## src/sv/uctq_ram.sv

```systemverilog
// Generic single-write, single-read RAM with registered read data.
module uctq_ram #(
    parameter int WIDTH = 16,
    parameter int DEPTH = 128
) (
    input  logic                     clk,
    input  logic                     wr_en,
    input  logic [$clog2(DEPTH)-1:0] wr_addr,
    input  logic [WIDTH-1:0]         wr_data,
    input  logic [$clog2(DEPTH)-1:0] rd_addr,
    output logic [WIDTH-1:0]         rd_data
);

    logic [WIDTH-1:0] mem [DEPTH];
    logic [WIDTH-1:0] rd_data_reg;

    always_ff @(posedge clk)
    begin
        if (wr_en)
        begin
            mem[wr_addr] <= wr_data;
        end
        rd_data_reg <= mem[rd_addr];
    end

    assign rd_data = rd_data_reg;

endmodule

```

## config.mk

```make
export PLATFORM = sky130hd
export DESIGN_NAME = uctq_ram
export DESIGN_NICKNAME = d
export VERILOG_FILES = /design/src/sv/uctq_ram.sv
export SDC_FILE = /design/constraint.sdc
export NUM_CORES = 2
export LEC_CHECK = 0
export ABC_AREA = 1
export BUFFER_PORTS_ARGS = -buffer_cell sky130_fd_sc_hd__buf_2
export CORE_UTILIZATION = 52
export CTS_CLUSTER_DIAMETER = 60
export DETAILED_ROUTE_END_ITERATION = 12
export PLACE_DENSITY = 0.77
export RECOVER_POWER = 25
export SYNTH_ARGS = -nofsm -noshare
export SYNTH_HDL_FRONTEND = slang
export SYNTH_SLANG_ARGS = --single-unit
export TNS_END_PERCENT = 5
```

## constraint.sdc

```tcl
create_clock -name clk -period 2.45 [get_ports clk]
set_input_delay 0.245 -clock clk [delete_from_list [all_inputs] [get_ports clk]]
set_output_delay 0.245 -clock clk [all_outputs]
set_load 0.02 [all_outputs]
```

==> reports/qor.yml <==
cpMaxStageDelayCell: "clkbuf_2"
drv_cap: 6
required_ns: 2.77
grt_max_degree: 129
syn_area_sq_mm: 0.0828
start_kind: "primary input"
die_x_um: 401
drive_above_1_share_pct: 10.4
startpoint: "wr_data[8]"
final_cells: 9284
cpPeakStageDelay_ns: 1.42
clk_path_buf_depth: 3
max_clock_freq_ghz: 0.462
num_rows: 146
cts_setup_buffers: 0
cts_tree: "yes"
irDropWorstVdd_mv: 0.801
layout.nets: 7075
hp-class: "primary input to register"
fin_crit_sh_pct: 88.4
io_buffer_count: 47
arrival_ns: 2.49
clock-sinks: 2064
hold_violations: 0
endpoint_kind: "register"
htreeDepth: 4
drt-total-wl_um: 231000
antenna_found_initial: 12
drcViolationCount: 0
vias: 56900
r2r_setup_slack_ns: 0.45
power.share.clock_pct: 39.6
tightestPinTransition_ns: 2.16
root_buffer: "clkbuf_16"
wl_per_cell_um: 24.9
fillers: 11600
synth_area_per_cell_sq_um: 12.2
grt_overflow: 0
die_y_um: 401
final_area_sq_mm: 0.0943
yosys_warnings: 0
ys_ff_latch: 2064
min_period_ns: 2.17
grt_pass1_vias: 54500
place_congestion: 0.960
ys_seq_area_share_pct: 74.6
syn_inst: 6793
p_leak_uw: 0.0333
yosysTopAreaCellShare_pct: 74.2
clock_skew_ns: 0.0310
placed_cell_area_sq_mm: 0.0883
ys_types: 15
rr_startpoint: "mem[67][15]$_DFFE_PP_"
regArea_sq_mm: 0.0618
outcome: "finished with violations"
violations: "max-capacitance violations, max-slew violations"
crit_end: "mem[70][8]$_DFFE_PP_"
core_sq_mm: 0.158
sequentialPowerShare_pct: 53.5
rsz0062_at_grt: "false"
reg2reg_depth: 8
cts.clk_slew.worst_paths_ns: 0.06
cts_inserted_buffers: 197
final_cell_mix: "nand2_1, edfxtp_1, nand3_1"
maxSlewHeadroom_pct: -44.3
crit_type: "primary input to register"
io_pins: 48
power.total_uw: 73000
syn_nets: 6825
clock_latency_ns: 0.84
crit_chain: "dlygate4sd3_1 -> clkbuf_1 -> clkbuf_2"
p_comb_share_pct: 6.9
largest_reg_flops: 2048
net-switching-power_uw: 16800
viasPerCell: 6.13
cellPowerDensity_mw_per_mm2: 775
multi_input_area_sq_mm: 0.0185
slew_viol_final: 340
hpwl_um: 137000
p_int_uw: 56200
swShare_pct: 23.0
synth_area_leaders: "edfxtp_1, nand3_1, nand2_1"
dr.pass1.iters: 9
grtUsageTotal_pct: 28.4
reg2reg_to: "rd_data[15]$_DFF_P_"
hold_ws_ns: 0.105
ant_nets: 0
dp_cells: 8902
floorplan.initialDensity_pct: 52.4
synth_area_leader_cell: "edfxtp_1"
dieArea_sq_mm: 0.161
setup_viol: 0
path_max_fanout: 78
final_common_cell: "nand2_1"
drt_iter0_drc: 9131
syn2layout_area_growth_pct: 13.8
grt_pass1_wl_um: 342000
==> power by group through the flow <==
stage / sequential (uW) / combinational, uW / clock (uW)
floorplan: 39800 / 2390 / 0
global placement: 39800 / 4730 / 0
detailed placement: 39800 / 4840 / 0
CTS: 39000 / 4910 / 29000
global route: 39100 / 5270 / 30400
finish: 39100 / 5010 / 28900
==> metal layers <==
metal,GRT usage (%),wire [um],up-vias
li1,-,-,24800
met1,38.9,83300,27400
met3,6.99,31300,638
met2,43.5,106000,4131
met4,12.2,10700,10
met5,0,68,-
==> worst min path at each step <==
| stage | depth (start not counted) | slack [ns] | end | startpoint |
|---|---|---|---|---|
| 6_report | 5 | 0.11 | rd_data[4]$_DFF_P_ | rd_addr[5] |
| 5_1_grt | 5 | 0.09 | rd_data[4]$_DFF_P_ | rd_addr[5] |
| 4_1_cts | 1 | 0.002 | mem[63][5]$_DFFE_PP_ | wr_data[5] |
| 3_5_place_dp | 1 | 0.63 | mem[78][10]$_DFFE_PP_ | wr_data[10] |
| 3_3_place_gp | 1 | 0.61 | mem[79][10]$_DFFE_PP_ | wr_data[10] |
| 2_1_floorplan | 0 | 0.34 | mem[0][0]$_DFFE_PP_ | wr_data[0] |
==> worst max-delay path: cells and delay by family <==
| family | cells | cell delay [ns] |
|---|---|---|
| buf+inv | 3 | 2.07 |
==> per-stage QoR <==
stage	setup WS (ns)	TNS (ns)	util (%)
floorplan	0.500	0	-
global placement	-0.107	-0.115	55.8
detailed placement	-0.151	-0.347	55.8
CTS	0.491	0	59.7
global route	0.219	0	59.6
finish	0.285	0	59.6
==> layout make-up <==
cell class                      instances  area share, %
Antenna cell                            5         0.0133
Multi-Input combinational cell       4248           19.6
Sequential cell                      2064           65.6
Timing Repair Buffer                  508           5.50
Clock buffer                          247           5.49
Tap cell                             2072           2.75
Clock inverter                        116          0.945
Inverter                               24          0.131
==> synth_stat cells <==
cell,n
inv_4,1
clkbuf_1,81
edfxtp_1,2048
buf_4,61
buf_8,1
buf_6,22
buf_2,251
nor2_1,134
buf_1,41
nor3_1,8
inv_2,2
nand3_1,2019
nand2_1,2087
dfxtp_1,16
inv_1,21
==> cells by family (layout without fill, tap and decap cells) <==
family                 count (synthesis)  after routing  share of synthesized area (%)
buffers and inverters                481            895                           3.05
DFF                                 2064           2064                           74.6
other                                  0              5                              0
and+or+nand+nor                     4248           4248                           22.3
==> what timing repair did <==
item | in CTS | in global routing
endpoints found under the hold margin | 399 | 0
gates resized for setup | 0 | 0
hold buffers | 14 | 0
(Power assumes the default switching activity.)
